[src/rtl/ssnp_pkg.sv]
// Shared types, constants and helper functions for the stereo tone/noise synth.
// Used by every module of the block; has no dependencies of its own.
`timescale 1ns / 1ps
`default_nettype none

package ssnp_pkg;

  // Defaults for the top-level parameters
  localparam int unsigned SINE_DEPTH_DEF  = 1024;
  localparam int unsigned SAMPLE_BITS_DEF = 16;

  // Fixed field widths and internal sizes
  localparam int unsigned FIELD_W     = 16;
  localparam int unsigned QUEUE_DEPTH = 4;
  localparam int unsigned APB_AW      = 4;

  // Register map, index = paddr[3:2]
  localparam logic [1:0] REG_VOLUME = 2'd0;
  localparam logic [1:0] REG_PAN    = 2'd1;
  localparam logic [1:0] REG_TARGET = 2'd2;
  localparam logic [1:0] REG_NOISE  = 2'd3;

  // Register reset values
  localparam logic [15:0] VOLUME_RST = 16'd3277;
  localparam logic [16:0] PAN_RST    = 17'd32768;

  // Arithmetic constants
  localparam logic [11:0] GLIDE_Q16   = 12'd3277;   // 0.05 in Q0.16
  localparam logic [16:0] PAN_FULL    = 17'd65536;
  localparam logic [31:0] LFSR_MASK   = 32'h8020_0003;
  localparam logic [31:0] LFSR_SEED   = 32'd1;
  localparam logic [63:0] HALF_PI_Q30 = 64'd1686629713;

  // Configuration as seen by the back end
  typedef struct packed {
    logic [15:0] volume;
    logic [16:0] pan;
    logic [31:0] target;
  } cfg_t;

  // Classified work word passed through the queue
  typedef struct packed {
    logic glide;  // apply increment glide before the phase step
    logic noise;  // draw two noise values instead of a sine lookup
  } cmd_t;

  // Raw Q1.15 value pair before gain and pan
  typedef struct packed {
    logic signed [15:0] right;
    logic signed [15:0] left;
  } pair_t;

  // Advance the Galois LFSR by eight shifts
  function automatic logic [31:0] lfsr_adv8(input logic [31:0] s);
    logic [31:0] v;
    v = s;
    for (int i = 0; i < 8; i++) begin
      v = (v >> 1) ^ (v[0] ? LFSR_MASK : 32'd0);
    end
    return v;
  endfunction

  // Q1.15 sine of phase p (2^32 = full turn), Taylor series to x^13
  function automatic logic signed [15:0] sine_q15(input logic [31:0] p);
    logic [63:0] r;
    logic [63:0] x;
    logic [63:0] x2;
    logic [63:0] term;
    logic [63:0] sum;
    logic [63:0] res;
    r = {34'd0, p[29:0]};
    if (p[30]) begin
      r = 64'h4000_0000 - r;
    end
    x    = (r * HALF_PI_Q30) >> 30;
    x2   = (x * x) >> 30;
    term = x;
    sum  = x;
    term = ((term * x2) >> 30) / 64'd6;
    sum  = sum - term;
    term = ((term * x2) >> 30) / 64'd20;
    sum  = sum + term;
    term = ((term * x2) >> 30) / 64'd42;
    sum  = sum - term;
    term = ((term * x2) >> 30) / 64'd72;
    sum  = sum + term;
    term = ((term * x2) >> 30) / 64'd110;
    sum  = sum - term;
    term = ((term * x2) >> 30) / 64'd156;
    sum  = sum + term;
    res  = (sum * 64'd32767 + 64'h2000_0000) >> 30;
    if (res > 64'd32767) begin
      res = 64'd32767;
    end
    return p[31] ? 16'(64'd0 - res) : res[15:0];
  endfunction

endpackage

`default_nettype wire

[src/rtl/ssnp_queue.sv]
// Small FIFO of classified words between front end and generator.
// Depends on ssnp_pkg for cmd_t.
`timescale 1ns / 1ps
`default_nettype none

module ssnp_queue #(
  parameter int unsigned DEPTH = ssnp_pkg::QUEUE_DEPTH
) (
  input  wire logic           clk,
  input  wire logic           rst,
  input  wire logic           in_valid,
  input  wire ssnp_pkg::cmd_t in_cmd,
  output      logic           in_ready,
  output      logic           out_valid,
  output      ssnp_pkg::cmd_t out_cmd,
  input  wire logic           out_ready
);
  import ssnp_pkg::*;

  localparam int unsigned PW = (DEPTH > 1) ? $clog2(DEPTH) : 1;
  localparam int unsigned CW = $clog2(DEPTH + 1);
  localparam logic [PW-1:0] LAST = PW'(DEPTH - 1);

  cmd_t          slots [DEPTH];
  logic [PW-1:0] wr_ptr;
  logic [PW-1:0] rd_ptr;
  logic [CW-1:0] count;
  logic          do_wr;
  logic          do_rd;

  assign in_ready  = (count != CW'(DEPTH));
  assign out_valid = (count != '0);
  assign out_cmd   = slots[rd_ptr];
  assign do_wr     = in_valid & in_ready;
  assign do_rd     = out_valid & out_ready;

  // Store word
  always_ff @(posedge clk) begin
    if (do_wr) begin
      slots[wr_ptr] <= in_cmd;
    end
  end

  // Advance pointers and occupancy
  always_ff @(posedge clk) begin
    if (rst) begin
      wr_ptr <= '0;
      rd_ptr <= '0;
      count  <= '0;
    end else begin
      if (do_wr) begin
        wr_ptr <= (wr_ptr == LAST) ? '0 : wr_ptr + 1'b1;
      end
      if (do_rd) begin
        rd_ptr <= (rd_ptr == LAST) ? '0 : rd_ptr + 1'b1;
      end
      if (do_wr && !do_rd) begin
        count <= count + 1'b1;
      end else if (do_rd && !do_wr) begin
        count <= count - 1'b1;
      end
    end
  end

endmodule

`default_nettype wire

[config.mk]
export PLATFORM = sky130hd
export DESIGN_NAME = ssnp_queue
export DESIGN_NICKNAME = d
export VERILOG_FILES = /design/src/rtl/ssnp_pkg.sv /design/src/rtl/ssnp_queue.sv
export SDC_FILE = /design/constraint.sdc
export NUM_CORES = 1
export LEC_CHECK = 0
export BUFFER_PORTS_ARGS = -buffer_cell sky130_fd_sc_hd__buf_2
export CORE_ASPECT_RATIO = 0.6
export CORE_MARGIN = 1
export CORE_UTILIZATION = 25
export CTS_CLUSTER_SIZE = 28
export DETAILED_ROUTE_END_ITERATION = 8
export PLACE_DENSITY = 0.38
export RECOVER_POWER = 100
export SETUP_SLACK_MARGIN = 0.3
export SLEW_MARGIN = 20
export SYNTH_ARGS = -nofsm -noshare
export SYNTH_HDL_FRONTEND = slang
export SYNTH_SLANG_ARGS = --single-unit
[constraint.sdc]
create_clock -name clk -period 2.6 [get_ports clk]
set_input_delay 0.26 -clock clk [delete_from_list [all_inputs] [get_ports clk]]
set_output_delay 0.26 -clock clk [all_outputs]
set_load 0.01 [all_outputs]
==> qor.yml <==
outcome: "completed"
io-pin-count: 10
grtUsageTotal_pct: 8.79
cts_tree: "yes"
fin_crit_sh_pct: 86.4
synthMuxAreaShare_pct: 9.76
nets: 84
crit_type: "register to register"
final_cell_mix: "dfxtp_1, edfxtp_1, clkbuf_1"
die_w_um: 73.6
yosysWarnings: 0
max-slew-margin-rel_pct: 78.1
routed_wl_um: 1200
sequentialPowerShare_pct: 44.0
yosys.area_share.xor_xnor_pct: 2.28
arrival_ns: 2.43
die_area_um2: 3310
drt_pass1_iterations: 4
syn_area_um2: 769
numCtsBuffers: 3
drc: 0
timing.final.ws_setup_ns: 0.353
grt_first_pass_wirelength_um: 2020
ys_types: 24
cp-start-kind: "register"
clockRootBuffer: "clkbuf_8"
ys_seq_area_share_pct: 54.6
syn2layout_area_growth_pct: 17.1
ir_worst_vdd_mv: 0.194
netlist_instances: 58
cap_violations: 0
p_switching_w: 0.000286
grt-ovfl-total: 0
dpl.hpwl_um: 955
fin_util_pct: 31.2
pwr-share-clk_pct: 22.1
synthAdderAreaFrac_pct: 12.4
place_congestion: 0.679
num_vias: 454
start_util_pct: 26.6
tightest_slew_ns: 0.325
worst-path-max-fanout: 7
cp.required_ns: 2.79
synth-compound-area-share_pct: 4.55
die_h_um: 45.0
ctsLongestPathBuffers: 2
setup_viol: 0
fin_tns_setup_ns: 0
core_um2: 2890
holdCritPathClass: "primary input to register"
pwr_density_cell_nw_per_um2: 976
clkSinkCount: 17
rows: 15
p_leak_nw: 0.356
grt_pass1_vias: 426
layout_commonest_cell: "dfxtp_1"
hold_violations: 0
rsz0062_at_grt: "no"
swShare_pct: 32.6
cts_max_level: 1
end_kind: "register"
path_clk_slew_ns: 0.07
antenna_left: 0
place_ws_ns: 0.365
min_period_ns: 2.25
synth-simple-area-share_pct: 13.8
max_freq_mhz: 445
syn_nets: 71
antenna_found_initial: 0
numPortBuffers: 9
drtIter0Drc: 10
synth_top_family_by_area: "simple AND/OR/NAND/NOR gates"
diodes: 0
finClkSkew_ns: 0.00178
wire_per_inst_um: 10.7
syn_area_per_cell_um2: 13.3
drive_gt1_share_pct: 24.3
grt_max_degree: 11
report.final.slew_viol_count: 0
ys_ff_latch: 17
clock_latency_ns: 0.25
power_frac_comb_pct: 33.9
routed_via_density: 4.05
internal_power_w: 0.000593
==> per-layer routing <==
metal / wire length, um / part of all wire (%) / GRT usage [%]
met1: 659 / 55 / 12.0
met2: 465 / 39 / 12.1
met3: 58 / 4.8 / 4.02
met4: 18 / 1.5 / 3.46
met5: 0 / 0 / 0
==> cell families (layout without fill, tap and decap cells) <==
group                    Yosys count  after routing
multiplexers                       5              5
XOR/XNOR                           2              2
buffers and inverters              5             17
AO/OA/AOI/OAI                      5              5
AND/OR/NAND/NOR                   17             17
flip-flops                        17             17
adder cells (fa/ha/maj)            7              7
==> what timing repair did <==
| item | CTS | global route |
|---|---|---|
| endpoints found under the hold margin | 0 | 0 |
| hold buffers | 0 | 0 |
| gates resized for setup | 0 | 1 |
| setup endpoints to repair | 0 | 1 |
| setup buffers | 0 | 0 |
==> synthesized netlist by cell type <==
master	number	area, um^2
xor2_1	2	17.5
o31ai_2	1	12.5
or3_1	1	6.26
nor3_1	1	5.00
a21oi_1	2	10.0
or3b_1	1	8.76
edfxtp_1	8	240
mux2i_1	3	30.0
nand2_1	1	3.75
o31ai_1	1	7.51
dfxtp_1	9	180
and2_4	1	8.76
or3_2	2	15.0
nor2_1	3	11.3
clkbuf_1	1	3.75
nand2b_1	2	12.5
and3_2	4	30.0
ha_1	6	75.1
clkbuf_2	1	5.00
mux4_2	2	45.0
o21ai_0	1	5.00
nand3_1	1	5.00
inv_1	3	11.3
fa_1	1	20.0
==> final timing paths <==
kind / startpoint / end / slack [ns] / cells after the start
max: count[0] / count[2] / 0.35 / 8
min: in_cmd[1] / slots[2][1] / 0.28 / 1
max reg2reg: count[0] / count[2] / 0.35 / 8
min reg2reg: rd_ptr[0] / rd_ptr[0] / 0.50 / 2
==> final cells by class <==
| class | instances | area [um^2] |
|---|---|---|
| fill | 316 | 1990 |
| sequential | 17 | 420 |
| multi-input combinational | 36 | 329 |
| tap | 42 | 52.6 |
| clock buffer | 3 | 41.3 |
| timing repair buffer | 10 | 41.3 |
| inverter | 3 | 11.3 |
| clock inverter | 1 | 5.00 |
==> critical path: stages, from the launching register on <==
cell	delay, ns
dfxtp_1	0.42
or3b_1	0.25
and2_4	0.20
ha_1	0.18
inv_1	0.06
fa_1	0.37
xor2_1	0.16
or3_2	0.41
a21oi_1	0.14
==> power groups by stage <==
stage | clock, W | sequential (W) | combinational [W]
after global placement | 0 | 0.000396 | 0.000319
final | 0.000194 | 0.000387 | 0.000298
after floorplan | 0 | 0.000383 | 0.000238
after detailed placement | 0 | 0.000394 | 0.000313
after CTS | 0.000202 | 0.000388 | 0.000316
after global routing | 0.000214 | 0.000400 | 0.000336
==> through the flow <==
stage	power, W	instances	area [um^2]	hold WS, ns
final	0.000879	112	901	0.283
after global routing	0.000949	112	901	0.305
after CTS	0.000906	112	912	0.219
after detailed placement	0.000707	108	866	0.483
after global placement	0.000715	108	866	0.485
after floorplan	0.000621	58	769	0.359
No activity file was read; power rests on OpenSTA's default activity.
