==> src/rtl/ssnp_pkg.sv <==
// Shared types, constants and helper functions for the stereo tone/noise synth.
// Used by every module of the block; has no dependencies of its own.
`timescale 1ns / 1ps
`default_nettype none

package ssnp_pkg;

  // Defaults for the top-level parameters
  localparam int unsigned SINE_DEPTH_DEF  = 1024;
  localparam int unsigned SAMPLE_BITS_DEF = 16;

  // Fixed field widths and internal sizes
  localparam int unsigned FIELD_W     = 16;
  localparam int unsigned QUEUE_DEPTH = 4;
  localparam int unsigned APB_AW      = 4;

  // Register map, index = paddr[3:2]
  localparam logic [1:0] REG_VOLUME = 2'd0;
  localparam logic [1:0] REG_PAN    = 2'd1;
  localparam logic [1:0] REG_TARGET = 2'd2;
  localparam logic [1:0] REG_NOISE  = 2'd3;

  // Register reset values
  localparam logic [15:0] VOLUME_RST = 16'd3277;
  localparam logic [16:0] PAN_RST    = 17'd32768;

  // Arithmetic constants
  localparam logic [11:0] GLIDE_Q16   = 12'd3277;   // 0.05 in Q0.16
  localparam logic [16:0] PAN_FULL    = 17'd65536;
  localparam logic [31:0] LFSR_MASK   = 32'h8020_0003;
  localparam logic [31:0] LFSR_SEED   = 32'd1;
  localparam logic [63:0] HALF_PI_Q30 = 64'd1686629713;

  // Configuration as seen by the back end
  typedef struct packed {
    logic [15:0] volume;
    logic [16:0] pan;
    logic [31:0] target;
  } cfg_t;

  // Classified work word passed through the queue
  typedef struct packed {
    logic glide;  // apply increment glide before the phase step
    logic noise;  // draw two noise values instead of a sine lookup
  } cmd_t;

  // Raw Q1.15 value pair before gain and pan
  typedef struct packed {
    logic signed [15:0] right;
    logic signed [15:0] left;
  } pair_t;

  // Advance the Galois LFSR by eight shifts
  function automatic logic [31:0] lfsr_adv8(input logic [31:0] s);
    logic [31:0] v;
    v = s;
    for (int i = 0; i < 8; i++) begin
      v = (v >> 1) ^ (v[0] ? LFSR_MASK : 32'd0);
    end
    return v;
  endfunction

  // Q1.15 sine of phase p (2^32 = full turn), Taylor series to x^13
  function automatic logic signed [15:0] sine_q15(input logic [31:0] p);
    logic [63:0] r;
    logic [63:0] x;
    logic [63:0] x2;
    logic [63:0] term;
    logic [63:0] sum;
    logic [63:0] res;
    r = {34'd0, p[29:0]};
    if (p[30]) begin
      r = 64'h4000_0000 - r;
    end
    x    = (r * HALF_PI_Q30) >> 30;
    x2   = (x * x) >> 30;
    term = x;
    sum  = x;
    term = ((term * x2) >> 30) / 64'd6;
    sum  = sum - term;
    term = ((term * x2) >> 30) / 64'd20;
    sum  = sum + term;
    term = ((term * x2) >> 30) / 64'd42;
    sum  = sum - term;
    term = ((term * x2) >> 30) / 64'd72;
    sum  = sum + term;
    term = ((term * x2) >> 30) / 64'd110;
    sum  = sum - term;
    term = ((term * x2) >> 30) / 64'd156;
    sum  = sum + term;
    res  = (sum * 64'd32767 + 64'h2000_0000) >> 30;
    if (res > 64'd32767) begin
      res = 64'd32767;
    end
    return p[31] ? 16'(64'd0 - res) : res[15:0];
  endfunction

endpackage

`default_nettype wire

==> src/rtl/ssnp_scale.sv <==
// Back end, second half: gain, pan law, rounding, saturation, output register.
// Depends on ssnp_pkg; drives the master stream of the top level.
`timescale 1ns / 1ps
`default_nettype none

module ssnp_scale #(
  parameter int unsigned SAMPLE_BITS = ssnp_pkg::SAMPLE_BITS_DEF
) (
  input  wire logic            clk,
  input  wire logic            rst,
  input  wire logic            in_valid,
  input  wire ssnp_pkg::pair_t in_pair,
  output      logic            in_ready,
  input  wire logic [15:0]     volume,
  input  wire logic [16:0]     pan,
  output      logic            m_tvalid,
  input  wire logic            m_tready,
  output      logic [31:0]     m_tdata
);
  import ssnp_pkg::*;

  localparam int unsigned SH = 47 - SAMPLE_BITS;
  localparam logic [48:0] HALF    = 49'(1) << (SH - 1);
  localparam logic [48:0] LIM_NEG = 49'(1) << (SAMPLE_BITS - 1);
  localparam logic [48:0] LIM_POS = LIM_NEG - 49'd1;

  // Round magnitude, saturate, apply sign, cut to field width
  function automatic logic [FIELD_W-1:0] finish(input logic [48:0] pr, input logic neg);
    logic [48:0] q;
    q = (pr + HALF) >> SH;
    if (neg) begin
      if (q > LIM_NEG) begin
        q = LIM_NEG;
      end
      q = 49'd0 - q;
    end else if (q > LIM_POS) begin
      q = LIM_POS;
    end
    return q[FIELD_W-1:0];
  endfunction

  logic        en;
  logic        v1;
  logic        v2;
  logic [31:0] mv_l;
  logic [31:0] mv_r;
  logic        n1_l;
  logic        n1_r;
  logic [48:0] pr_l;
  logic [48:0] pr_r;
  logic        n2_l;
  logic        n2_r;
  logic [15:0] mag_l;
  logic [15:0] mag_r;
  logic [16:0] pan_c;
  logic [16:0] scale_l;
  logic [16:0] scale_r;

  assign en       = ~m_tvalid | m_tready;
  assign in_ready = en;

  // Magnitudes and clamped pan law
  assign mag_l   = in_pair.left[15]  ? 16'(~in_pair.left + 16'sd1)  : in_pair.left;
  assign mag_r   = in_pair.right[15] ? 16'(~in_pair.right + 16'sd1) : in_pair.right;
  assign pan_c   = (pan > PAN_FULL) ? PAN_FULL : pan;
  assign scale_l = PAN_FULL - pan_c;
  assign scale_r = pan_c;

  // Valid bits, stalled as one when the output word is held
  always_ff @(posedge clk) begin
    if (rst) begin
      v1       <= 1'b0;
      v2       <= 1'b0;
      m_tvalid <= 1'b0;
    end else if (en) begin
      v1       <= in_valid;
      v2       <= v1;
      m_tvalid <= v2;
    end
  end

  // Gain, then pan, then round into the output word
  always_ff @(posedge clk) begin
    if (en) begin
      mv_l    <= 32'(mag_l) * 32'(volume);
      mv_r    <= 32'(mag_r) * 32'(volume);
      n1_l    <= in_pair.left[15];
      n1_r    <= in_pair.right[15];
      pr_l    <= 49'(mv_l) * 49'(scale_l);
      pr_r    <= 49'(mv_r) * 49'(scale_r);
      n2_l    <= n1_l;
      n2_r    <= n1_r;
      m_tdata <= {finish(pr_r, n2_r), finish(pr_l, n2_l)};
    end
  end

endmodule

`default_nettype wire

==> config.mk <==
export PLATFORM = sky130hd
export DESIGN_NAME = ssnp_scale
export DESIGN_NICKNAME = d
export VERILOG_FILES = /design/src/rtl/ssnp_pkg.sv /design/src/rtl/ssnp_scale.sv
export SDC_FILE = /design/constraint.sdc
export NUM_CORES = 2
export LEC_CHECK = 0
export BUFFER_PORTS_ARGS = -buffer_cell sky130_fd_sc_hd__clkbuf_2
export CAP_MARGIN = 15
export CORE_MARGIN = 2
export CORE_UTILIZATION = 30
export CTS_CLUSTER_DIAMETER = 200
export DETAILED_ROUTE_END_ITERATION = 6
export HOLD_SLACK_MARGIN = 0.02
export PLACE_DENSITY = 0.42
export SYNTH_ARGS = -nofsm -noshare
export SYNTH_HDL_FRONTEND = slang
export SYNTH_SLANG_ARGS = --single-unit
==> constraint.sdc <==
create_clock -name clk -period 19.78 [get_ports clk]
set_clock_uncertainty 0.15 [all_clocks]
set_input_delay 3.956 -clock clk [delete_from_list [all_inputs] [get_ports clk]]
set_output_delay 3.956 -clock clk [all_outputs]
set_load 0.005 [all_outputs]
==> load_flow_metrics.sql <==
INSERT INTO impl_metrics (metric_group, metric, value, unit) VALUES
('placed_design', 'numPortBuffers', '102', ''),
('logic_synthesis', 'synthesis.instances', '6441', ''),
('cts', 'post_cts_hold_buffer_count', '0', ''),
('worst_setup_path', 'critical_path.endpoint_type', 'flip-flop', ''),
('global_route', 'gr-total-overflow', '0', ''),
('floorplanning', 'floorplan.die.width', '436.8', 'um'),
('logic_synthesis', 'synth-seq-area-share', '7.480', '%'),
('cts', 'tritoncts_clock_tree', 'done', ''),
('routing', 'initialDrtViolationCount', '1909', ''),
('layout', 'drive_above_1_share', '4.582', '%'),
('global_route', 'grt_antenna_before_repair', '12', ''),
('worst_setup_path', 'critPathRequiredTime', '19.89', 'ns'),
('layout', 'syn2layout_area_growth', '7.104', '%'),
('logic_synthesis', 'total_nets_after_synthesis', '8249', ''),
('floorplanning', 'design.die.area', '190800', 'um^2'),
('layout', 'fill_cells', '19830', ''),
('logic_synthesis', 'synth_async_sr_flop_share', '0', '%'),
('logic_synthesis', 'largest_family_of_logic_cells_by_synthesized_area', 'adder cells', ''),
('cts', 'numClockSinks', '141', ''),
('cts', 'postCtsResizedCells', '0', ''),
('logic_synthesis', 'synth-adder-area-share', '55.84', '%'),
('floorplanning', 'core.rowCount', '158', ''),
('floorplanning', 'die_y', '436.8', 'um'),
('timing', 'hold_viol_final', '0', ''),
('timing', 'setup_violators_final', '0', ''),
('layout', 'footprint_of_the_multi_input_gates', '44750', 'um^2'),
('worst_setup_path', 'worstSetupPathType', 'input pin to flip-flop', ''),
('global_route', 'grtUsageMet3', '1.754', '%'),
('global_route', 'grt_usage', '17.34', '%'),
('cts', 'htree_levels', '4', ''),
('logic_synthesis', 'number_of_enable_flip_flop_cells_after_synthesis', '138', ''),
('cts', 'clkSlewWorstSetupHoldPaths', '0.07', 'ns'),
('logic_synthesis', 'main_area_contributors_after_synthesis', 'sky130_fd_sc_hd__fa_1, sky130_fd_sc_hd__inv_1, sky130_fd_sc_hd__ha_1', ''),
('floorplanning', 'core', '185800', 'um^2'),
('routing', 'dr_total_vias', '40390', ''),
('timing', 'maxSlewHeadroom', '21.03', '%'),
('logic_synthesis', 'ys_types', '76', ''),
('status', 'outcome', 'completed', ''),
('logic_synthesis', 'syn-cell-area', '56200', 'um^2'),
('logic_synthesis', 'synth_most_common_cell', 'sky130_fd_sc_hd__inv_1', ''),
('routing', 'detail-route-antenna-nets', '0', ''),
('routing', 'vias_per_cell', '4.574', ''),
('job', 'max_cap_violations', '0', ''),
('global_route', 'globalRouteMet1Util', '24.42', '%'),
('logic_synthesis', 'synth_top_cell_by_area', 'sky130_fd_sc_hd__fa_1', ''),
('logic_synthesis', 'yosys_register_bits', '141', ''),
('worst_setup_path', 'critical_path.most_common_cell', 'sky130_fd_sc_hd__fa_1', ''),
('timing', 'worstMarginPinSlew', '1.185', 'ns'),
('global_route', 'grt_first_pass_wirelength', '257.7', 'mm'),
('placed_design', 'place_hpwl', '124.0', 'mm'),
('timing', 'slew_viol_final', '0', ''),
('worst_setup_path', 'critPathArrivalTime', '13.52', 'ns'),
('cts', 'numCtsBuffers', '17', ''),
('logic_synthesis', 'postSynthAreaPerCell', '8.726', 'um^2'),
('layout', 'register_area', '4204', 'um^2'),
('cts', 'cts_buffer_depth', '2', ''),
('timing', 'clock.fmax', '74.60', 'MHz'),
('routing', 'first_pass_drt_iterations', '7', ''),
('cts', 'clk-insertion-delay-late', '0.51', 'ns'),
('logic_synthesis', 'synth_warnings', '0', ''),
('layout', 'nets', '8147', ''),
('logic_synthesis', 'synth_compound_area_share', '4.228', '%'),
('routing', 'post_drt_wl_per_cell', '18.07', 'um'),
('routing', 'finalWirelength', '159.6', 'mm'),
('global_route', 'most_used_layer_global_route', 'met2', ''),
('min_path', 'classification_of_the_worst_slack_hold_path', 'flip-flop to flip-flop', ''),
('global_route', 'number_of_global_route_vias_before_repair', '44970', ''),
('floorplanning', 'boundaryPins', '103', ''),
('global_route', 'largest_net_degree_at_the_start_of_global_routing', '66', ''),
('worst_setup_path', 'timing.critical_path.from_type', 'input pin', ''),
('worst_setup_path', 'timing.critical_path.fanout_max', '47', '');
final timing paths:
path | from | end | slack (ns) | cells after the start
hold / removal | v2 | m_tvalid | 0.30 | 2
setup reg to reg | mv_r[12] | pr_r[47] | 11.59 | 23
setup / recovery | pan[16] | pr_l[44] | 6.37 | 31
hold reg to reg | v2 | m_tvalid | 0.30 | 2
final cells by class:
type	instances	share of cell area, %
sequential	141	6.984
inverter	1648	10.28
clock buffer	18	0.7130
tap	2480	5.155
timing repair buffer	209	2.178
clock inverter	13	0.3554
multi-input combinational	4322	74.34
registers in the layout (all words and copies together), names as in the netlist, 19 cells and up:
register and flops:
m_tdata 32, mv_l 32, mv_r 32, pr_l 19, pr_r 19
cell usage in the layout (no fill, tap or decap), types with 18 or more instances in the layout:
cell and count:
sky130_fd_sc_hd__o21ai_0 54, sky130_fd_sc_hd__edfxtp_1 138, sky130_fd_sc_hd__nand2_1 1313, sky130_fd_sc_hd__and3_1 42, sky130_fd_sc_hd__xor2_1 49, sky130_fd_sc_hd__and2_1 382, sky130_fd_sc_hd__nand3_1 45, sky130_fd_sc_hd__fa_1 1282
sky130_fd_sc_hd__clkbuf_2 102, sky130_fd_sc_hd__a21o_1 46, sky130_fd_sc_hd__ha_1 457, sky130_fd_sc_hd__buf_4 106, sky130_fd_sc_hd__xnor2_1 107, sky130_fd_sc_hd__nor2_1 99, sky130_fd_sc_hd__nand2b_1 18, sky130_fd_sc_hd__a21oi_1 92
sky130_fd_sc_hd__inv_1 1648, sky130_fd_sc_hd__a22oi_1 19, sky130_fd_sc_hd__nor3_1 41, sky130_fd_sc_hd__or3_1 18
kinds of logic after synthesis:
kind of cell,after synthesis
compound gates,355
xor+xnor,168
fa+ha+maj,1739
buf+inv,1978
flops,141
mux,8
simple gates,2052
stage by stage:
step	setup WS (ns)	hold slack, ns	util (%)	instance area [um^2]	instances
floorplan	7.673	0.2503	-	56200	6441
global route	5.775	0.3140	32.39	60200	8831
global placement	5.899	0.2928	32.04	59550	8799
finish	6.375	0.2968	32.39	60200	8831
detailed placement	5.801	0.2946	32.05	59550	8800
CTS	6.360	0.3051	32.39	60200	8831
worst max-delay path, delay by kind of cell:
kind                     cells  cell delay, ns
buffers and inverters        7            1.60
adder cells (fa/ha/maj)      7            3.24
XOR/XNOR                     1            0.14
AND/OR/NAND/NOR              7            2.58
AO/OA/AOI/OAI                9            1.88
per-layer routing:
metal	vias up	wire, um
li1	18590	-
met1	20950	76890
met2	720	74410
met3	135	5729
met4	2	2553
met5	-	13
Power is not shown: default switching activity piles up to over one toggle a cycle in this logic, so the estimate is an artifact.
