===== config.mk =====
export PLATFORM = sky130hd
export DESIGN_NAME = ssnp_front
export DESIGN_NICKNAME = d
export VERILOG_FILES = /design/src/rtl/ssnp_pkg.sv /design/src/rtl/ssnp_front.sv
export SDC_FILE = /design/constraint.sdc
export NUM_CORES = 1
export LEC_CHECK = 0
export ABC_AREA = 1
export BUFFER_PORTS_ARGS = -buffer_cell sky130_fd_sc_hd__buf_2
export CORE_ASPECT_RATIO = 0.6
export CORE_MARGIN = 2
export CORE_UTILIZATION = 30
export DETAILED_ROUTE_END_ITERATION = 10
export GPL_ROUTABILITY_DRIVEN = 0
export PLACE_DENSITY = 0.64
export SYNTH_ARGS = -nofsm -noshare
export SYNTH_HDL_FRONTEND = slang
export SYNTH_SLANG_ARGS = --single-unit

===== constraint.sdc =====
create_clock -name clk -period 2.5 [get_ports clk]
set_clock_uncertainty 0.1 [all_clocks]
set_input_delay 0.5 -clock clk [delete_from_list [all_inputs] [get_ports clk]]
set_output_delay 0.5 -clock clk [all_outputs]
set_load 0.02 [all_outputs]

===== src/rtl/ssnp_pkg.sv =====
// Shared types, constants and helper functions for the stereo tone/noise synth.
// Used by every module of the block; has no dependencies of its own.
`timescale 1ns / 1ps
`default_nettype none

package ssnp_pkg;

  // Defaults for the top-level parameters
  localparam int unsigned SINE_DEPTH_DEF  = 1024;
  localparam int unsigned SAMPLE_BITS_DEF = 16;

  // Fixed field widths and internal sizes
  localparam int unsigned FIELD_W     = 16;
  localparam int unsigned QUEUE_DEPTH = 4;
  localparam int unsigned APB_AW      = 4;

  // Register map, index = paddr[3:2]
  localparam logic [1:0] REG_VOLUME = 2'd0;
  localparam logic [1:0] REG_PAN    = 2'd1;
  localparam logic [1:0] REG_TARGET = 2'd2;
  localparam logic [1:0] REG_NOISE  = 2'd3;

  // Register reset values
  localparam logic [15:0] VOLUME_RST = 16'd3277;
  localparam logic [16:0] PAN_RST    = 17'd32768;

  // Arithmetic constants
  localparam logic [11:0] GLIDE_Q16   = 12'd3277;   // 0.05 in Q0.16
  localparam logic [16:0] PAN_FULL    = 17'd65536;
  localparam logic [31:0] LFSR_MASK   = 32'h8020_0003;
  localparam logic [31:0] LFSR_SEED   = 32'd1;
  localparam logic [63:0] HALF_PI_Q30 = 64'd1686629713;

  // Configuration as seen by the back end
  typedef struct packed {
    logic [15:0] volume;
    logic [16:0] pan;
    logic [31:0] target;
  } cfg_t;

  // Classified work word passed through the queue
  typedef struct packed {
    logic glide;  // apply increment glide before the phase step
    logic noise;  // draw two noise values instead of a sine lookup
  } cmd_t;

  // Raw Q1.15 value pair before gain and pan
  typedef struct packed {
    logic signed [15:0] right;
    logic signed [15:0] left;
  } pair_t;

  // Advance the Galois LFSR by eight shifts
  function automatic logic [31:0] lfsr_adv8(input logic [31:0] s);
    logic [31:0] v;
    v = s;
    for (int i = 0; i < 8; i++) begin
      v = (v >> 1) ^ (v[0] ? LFSR_MASK : 32'd0);
    end
    return v;
  endfunction

  // Q1.15 sine of phase p (2^32 = full turn), Taylor series to x^13
  function automatic logic signed [15:0] sine_q15(input logic [31:0] p);
    logic [63:0] r;
    logic [63:0] x;
    logic [63:0] x2;
    logic [63:0] term;
    logic [63:0] sum;
    logic [63:0] res;
    r = {34'd0, p[29:0]};
    if (p[30]) begin
      r = 64'h4000_0000 - r;
    end
    x    = (r * HALF_PI_Q30) >> 30;
    x2   = (x * x) >> 30;
    term = x;
    sum  = x;
    term = ((term * x2) >> 30) / 64'd6;
    sum  = sum - term;
    term = ((term * x2) >> 30) / 64'd20;
    sum  = sum + term;
    term = ((term * x2) >> 30) / 64'd42;
    sum  = sum - term;
    term = ((term * x2) >> 30) / 64'd72;
    sum  = sum + term;
    term = ((term * x2) >> 30) / 64'd110;
    sum  = sum - term;
    term = ((term * x2) >> 30) / 64'd156;
    sum  = sum + term;
    res  = (sum * 64'd32767 + 64'h2000_0000) >> 30;
    if (res > 64'd32767) begin
      res = 64'd32767;
    end
    return p[31] ? 16'(64'd0 - res) : res[15:0];
  endfunction

endpackage

`default_nettype wire


===== src/rtl/ssnp_front.sv =====
// Front end: APB register file and input word classification.
// Depends on ssnp_pkg; feeds ssnp_queue with cmd_t words.
`timescale 1ns / 1ps
`default_nettype none

module ssnp_front (
  input  wire logic                          clk,
  input  wire logic                          rst,
  input  wire logic                          psel,
  input  wire logic                          penable,
  input  wire logic                          pwrite,
  input  wire logic [ssnp_pkg::APB_AW-1:0]   paddr,
  input  wire logic [31:0]                   pwdata,
  output      logic [31:0]                   prdata,
  output      logic                          pready,
  input  wire logic                          s_tvalid,
  output      logic                          s_tready,
  input  wire logic                          buffer_start,
  output      logic                          push,
  output      ssnp_pkg::cmd_t                push_cmd,
  input  wire logic                          push_ready,
  output      ssnp_pkg::cfg_t                cfg
);
  import ssnp_pkg::*;

  logic [15:0] volume;
  logic [16:0] pan;
  logic [31:0] target_increment;
  logic        noise_mode;
  logic [1:0]  reg_idx;
  logic        wr_en;

  assign reg_idx = paddr[3:2];
  assign pready  = 1'b1;
  assign wr_en   = psel & penable & pwrite;

  // Write registers on the access cycle
  always_ff @(posedge clk) begin
    if (rst) begin
      volume           <= VOLUME_RST;
      pan              <= PAN_RST;
      target_increment <= 32'd0;
      noise_mode       <= 1'b0;
    end else if (wr_en) begin
      unique case (reg_idx)
        REG_VOLUME: volume           <= pwdata[15:0];
        REG_PAN:    pan              <= pwdata[16:0];
        REG_TARGET: target_increment <= pwdata;
        REG_NOISE:  noise_mode       <= pwdata[0];
      endcase
    end
  end

  // Read back
  always_comb begin
    unique case (reg_idx)
      REG_VOLUME: prdata = {16'd0, volume};
      REG_PAN:    prdata = {15'd0, pan};
      REG_TARGET: prdata = target_increment;
      REG_NOISE:  prdata = {31'd0, noise_mode};
    endcase
  end

  // Classify: glide applies only in tone mode
  assign s_tready       = push_ready;
  assign push           = s_tvalid & push_ready;
  assign push_cmd.noise = noise_mode;
  assign push_cmd.glide = buffer_start & ~noise_mode;

  assign cfg.volume = volume;
  assign cfg.pan    = pan;
  assign cfg.target = target_increment;

endmodule

`default_nettype wire


==> metrics.yaml, run 1 <==
drt-initial-drc-count: 121
powerDensity_mw_per_mm2: 609.3
clock_latency_ns: 0.32
hold_path_class: "in2reg"
endpoint_kind: "output pin"
rsz0062_at_grt: "false"
post-cts-setup-buffer-count: 0
insertedDiodeCount: 0
initial_core_util: 0.3046
cp-start-kind: "input port"
synth-edff-count: 0
root_buffer: "clkbuf_16"
core_area_mm2: 0.01041
cts_hold_buffers: 0
synth_simple_gate_area_frac: 0.4611
area_growth_pct: 35.82
synth_compound_area_frac: 0.003156
ys_seq_elements: 66
cp.required_ns: 1.90
synth.most_common_cell: "nor2_1"
ys_seq_area_frac: 0.4166
chipWidth_um: 136.7
finalMaxSlewViolations: 0
htree_num_levels: 3
cp_max_fo: 22
ios: 146
rr_worst_depth: 2
period_share: 0.8497
vias: 3453
dr.pass1.iters: 4
finalSetupViolCount: 0
setup_ws_ns: 0.3758
cts_resized: 0
synth_flop_cell: "dfxtp_1"
grt_first_pass_wirelength_um: 15500
rows: 29
fp.dieH_um: 83.65
portBuffers: 142
worstSetupPathType: "in2out"
whs_ns: 0.3050
cp.arrival_ns: 1.52
r2r-start: "noise_mode$_SDFFE_PP0P_"
yosysWarnings: 0
syn_nets: 552
layout.nets: 681
antenna_found_initial: 0
async_flop_share: 0
finalHoldViolations: 0
rr_endpoint: "noise_mode$_SDFFE_PP0P_"
synth_xor_area_frac: 0
hp-start: "pwdata[10]"
cts.path.max_buffers: 2
tightestPinTransition_ns: 0.5238
hpwlAfterDp_um: 6649
synth.largest_area_cell: "dfxtp_1"
dieArea_mm2: 0.01144
r2r_slack_ns: 1.76
clock-sinks: 66
synth_top_family_by_area: "simple AND/OR/NAND/NOR gates"
ant_nets: 0
synth_area_leaders: "dfxtp_1 42%, nor2_1 16%, nand2_1 16%"
yosys.area_share.adder: 0
holdPathEnd: "volume[10]$_SDFFE_PP1P_"
synth_mux_area_frac: 0
syn-mean-instance-area_um2: 6.244
synth_top_area_share: 0.4166
routed_wl_um: 9705
ir_drop_v: 0.0003233
dp_slack_ns: 0.3782
syn_area_mm2: 0.003172
total_power_mw: 2.625
grt.total_usage: 0.1748
fmax_mhz: 470.8
grt_max_degree: 50
grt_pass1_vias: 3047
clkTransAtPathRegs_ns: 0.06
yosys-top-cells-count: "132 x nor2_1, 131 x nand2_1, 82 x nand3_1"
drc: 0
cts_buffers: 9
layout-drive-gt1-share: 0.2726
drv_cap: 0
cts_tree: "built"
vias_per_cell: 4.421
slew_headroom: 0.6500
p_leak_nw: 2.246
holdPathStages: 3
routedWlPerCell_um: 12.43
status: "complete, no violations"
fin_crit_ns: 2.124
fin_tns_setup_ns: 0
synth.distinct_cells: 17
syn_inst: 508
overflow: 0
cp-startpoint: "paddr[2]"
power breakdown:
group	internal (mW)	switching, mW	leakage (nW)	total, mW
sequential	1.08	0.0182	0.534	1.09
clock	0.768	0.446	0.136	1.21
combinational	0.109	0.207	1.58	0.316
area by class of cell:
class                           count  area [µm²]
Clock buffer                       11       232.7
Clock inverter                      5       55.05
Fill cell                        1145        6106
Inverter                           54       202.7
Multi-Input combinational cell    356        1489
Sequential cell                    66        1321
Tap cell                          139       173.9
Timing Repair Buffer              150       833.3
critical path, stage by stage:
cell and delay, ns:
buf_2 0.16, inv_2 0.07, nor2_2 0.11, buf_4 0.30, nand2_1 0.09, nand4_1 0.10, buf_2 0.18
per-stage QoR:
stage / instance area [µm²] / utilization / std cells
floorplan: 3172 / - / 508
global placement: 4020 / 0.3860 / 765
detailed placement: 4020 / 0.3860 / 765
CTS: 4308 / 0.4137 / 781
global route: 4308 / 0.4137 / 781
finish: 4308 / 0.4137 / 781
routing by layer:
| layer | track usage | wire (µm) | vias to the layer above |
|---|---|---|---|
| li1 | - | - | 1797 |
| met1 | 0.2322 | 4659 | 1540 |
| met2 | 0.2768 | 4254 | 109 |
| met3 | 0.05464 | 709 | 7 |
| met4 | 0.03977 | 81 | 0 |
| met5 | 0 | 0 | - |
cells in the final DEF, fill, tap and decap left out:
cell type | Yosys | layout
a21oi_1 | 1 | 1
buf_12 | 0 | 5
buf_2 | 14 | 142
buf_4 | 7 | 3
bufinv_16 | 0 | 1
clkbuf_1 | 10 | 2
clkbuf_16 | 0 | 9
clkinv_2 | 0 | 2
clkinvlp_4 | 0 | 2
conb_1 | 1 | 1
dfxtp_1 | 66 | 66
inv_1 | 52 | 51
inv_2 | 2 | 3
nand2_1 | 131 | 131
nand2_2 | 1 | 1
nand3_1 | 82 | 82
nand4_1 | 1 | 1
nor2_1 | 132 | 131
nor2_2 | 3 | 2
nor2_4 | 3 | 5
o21ai_0 | 1 | 1
worst max-delay path by stage:
stage / slack (ns) / cells past startpoint / end
after floorplan: 0.65 / 4 / prdata[11]
after global placement: 0.44 / 7 / prdata[0]
after detailed placement: 0.38 / 7 / prdata[0]
after CTS: 0.37 / 7 / prdata[0]
after global routing: 0.27 / 7 / prdata[0]
final: 0.38 / 7 / prdata[0]
kinds of logic after synthesis:
group | Yosys count
buf+inv | 86
flops | 66
simple gates | 353
compound gates | 2
other cells | 1
flip-flops by register name, indices dropped and copies added (netlist names):
signal,cells
noise_mode,1
pan,17
target_increment,32
volume,16
Power figures use the tool's default switching activity.
==> run 2, diff against run 1 <==
--- a/config.mk
+++ b/config.mk
@@ -12,7 +12,7 @@
 export CORE_UTILIZATION = 30
 export DETAILED_ROUTE_END_ITERATION = 10
 export GPL_ROUTABILITY_DRIVEN = 0
-export PLACE_DENSITY = 0.64
+export PLACE_DENSITY = 0.66
 export SYNTH_ARGS = -nofsm -noshare
 export SYNTH_HDL_FRONTEND = slang
 export SYNTH_SLANG_ARGS = --single-unit
==> constraint.sdc (replaced) <==
create_clock -name clk -period 1.88 [get_ports clk]
set_clock_uncertainty 0.1 [all_clocks]
set_input_delay 0.376 -clock clk [delete_from_list [all_inputs] [get_ports clk]]
set_output_delay 0.376 -clock clk [all_outputs]
set_load 0.02 [all_outputs]
==> run 2 against run 1 <==
Critical path type unchanged. Combinational power is 37% higher. Routed wire length fell by 0.34%. Largest power group unchanged. Count of clock-buffer cells in the layout decreased by 2.
==> metrics.yaml, run 2 (synthesized netlist as in run 1, its figures left out) <==
layout-drive-gt1-share: 0.2857  # +0.01313
cts_tree: "built"
met1_usage: 0.2333  # +0.001060
hold_path_class: "in2reg"
busiest_layer: "met2"
initial_core_util: 0.3046  # unchanged
hpwlAfterDp_um: 6820  # +2.6%
overflow: 0  # unchanged
cp.arrival_ns: 1.28  # -0.24 ns
finalInstanceArea_mm2: 0.004419  # +2.6%
layout.nets: 690  # +1.3%
cts_buffers: 9  # unchanged
powerDensity_mw_per_mm2: 828.5  # +36%
clock_latency_ns: 0.32  # about the same
final_common_cell: "buf_2"
crit_slowest_cell: "buf_12"
cp.required_ns: 1.40  # -0.50 ns
ir_drop_v: 0.0004590  # +42%
clkTransAtPathRegs_ns: 0.06  # about the same
p_leak_nw: 2.314  # +3.0%
core_area_mm2: 0.01041  # unchanged
cp-startpoint: "paddr[2]"
power_frac_comb: 0.118  # -0.003
endpoint_kind: "output pin"
fin_crit_ns: 1.760
ant_nets: 0  # unchanged
placedInstanceArea_mm2: 0.004100  # +2.0%
use_met3: 0.04554  # -0.009107
fin_tns_setup_ns: 0  # unchanged
power.internal_mw: 2.743  # +40%
finalSetupViolCount: 0  # unchanged
ios: 146  # unchanged
antenna_found_initial: 0  # unchanged
crit_chain: "buf_2 -> inv_2 -> nor2_2 -> buf_12 -> nand2_1 -> nand4_1 -> buf_2"
status: "complete, no violations"
period_share: 0.9364
drc: 0  # unchanged
cts_resized: 0  # unchanged
power_frac_seq: 0.397  # -0.020
total_power_mw: 3.661  # +39%
fp.dieH_um: 83.65  # unchanged
rows: 29  # unchanged
largest_register_ffs: 32  # unchanged
root_buffer: "clkbuf_16"
portBuffers: 142  # unchanged
finalMaxSlewViolations: 0  # unchanged
cts.path.max_buffers: 2  # unchanged
p_sw_frac: 0.2508  # -0.005117
met2_usage: 0.2605  # -0.01636
grt.total_usage: 0.1697  # -0.005113
switchingPower_mw: 0.9181  # +37%
routed_wl_um: 9672  # -0.34%
worstSetupPathType: "in2out"
max_stage_delay_ns: 0.19  # -0.11 ns
dp_cells: 774  # +1.2%
grt_first_pass_wirelength_um: 15120  # -2.4%
r2r-start: "noise_mode$_SDFFE_PP0P_"
final_cells: 790  # +1.2%
dr.pass1.iters: 4  # unchanged
finalHoldViolations: 0  # unchanged
cp_max_fo: 21  # -4.5%
hp-start: "pwdata[3]"
drv_cap: 0  # unchanged
fmax_mhz: 568.1
grt_max_degree: 67  # +34%
routedWlPerCell_um: 12.24  # -1.5%
post-cts-setup-buffer-count: 0  # unchanged
rsz0062_at_grt: "false"
final_cell_mix: "142 x buf_2, 131 x nor2_1, 131 x nand2_1, 82 x nand3_1, 66 x dfxtp_1"
area_growth_pct: 39.33
grt_pass1_vias: 3019  # -0.92%
drt-initial-drc-count: 184  # +52%
cp-start-kind: "input port"
dieArea_mm2: 0.01144  # unchanged
top_register: "target_increment"
htree_num_levels: 3  # unchanged
vias: 3505  # +1.5%
power_frac_clock: 0.484  # +0.022
clock-sinks: 66  # unchanged
chipWidth_um: 136.7  # unchanged
insertedDiodeCount: 0  # unchanged
largest_registers: "target_increment x32, pan x17, volume x16"
cts_hold_buffers: 0  # unchanged
cp_common_cell: "buf_2"
vias_per_cell: 4.437  # +0.35%
run 2: worst paths after layout:
path	slack, ns	end	cells after the start
hold / removal	0.18	volume[3]$_SDFFE_PP1P_	3
setup / recovery	0.12	prdata[0]	7
setup reg to reg	1.14	noise_mode$_SDFFE_PP0P_	2
hold reg to reg	0.39	volume[11]$_SDFFE_PP1P_	2
run 2: power by group through the flow:
stage / Combinational, mW / Sequential (mW) / Clock (mW)
final: 0.433 / 1.46 / 1.77
after global routing: 0.481 / 1.46 / 1.89
after CTS: 0.436 / 1.45 / 1.82
after detailed placement: 0.435 / 1.48 / 0
after global placement: 0.429 / 1.48 / 0
after floorplan: 0.228 / 1.52 / 0
run 2: layout make-up:
cell class	instances	area [µm²]
fillers	1109	5995
inverters	54	202.7
clock inverters	7	93.84
clock buffers	9	225.2
well taps	139	173.9
flip-flops and latches	66	1321
repair buffers	159	913.4
multi-input cells	356	1489
run 2: worst max-delay path: cells and delay by family:
family / cells / cell delay [ns]
buffers and inverters: 4 / 0.59
AND/OR/NAND/NOR: 3 / 0.31
run 2: metal layers:
metal  part of all wire  vias up
met5                  0        -
li1                   -     1820
met4              0.011        0
met2               0.43      143
met1               0.47     1534
met3              0.095        8
run 2: per-stage QoR:
step                setup slack [ns]  hold WS, ns    util
floorplan                     0.2771       0.3975       -
global placement              0.1301       0.3678  0.3937
detailed placement            0.1281       0.3765  0.3937
CTS                           0.1232       0.1671  0.4244
global route                 0.04090       0.1802  0.4244
finish                        0.1196       0.1836  0.4244
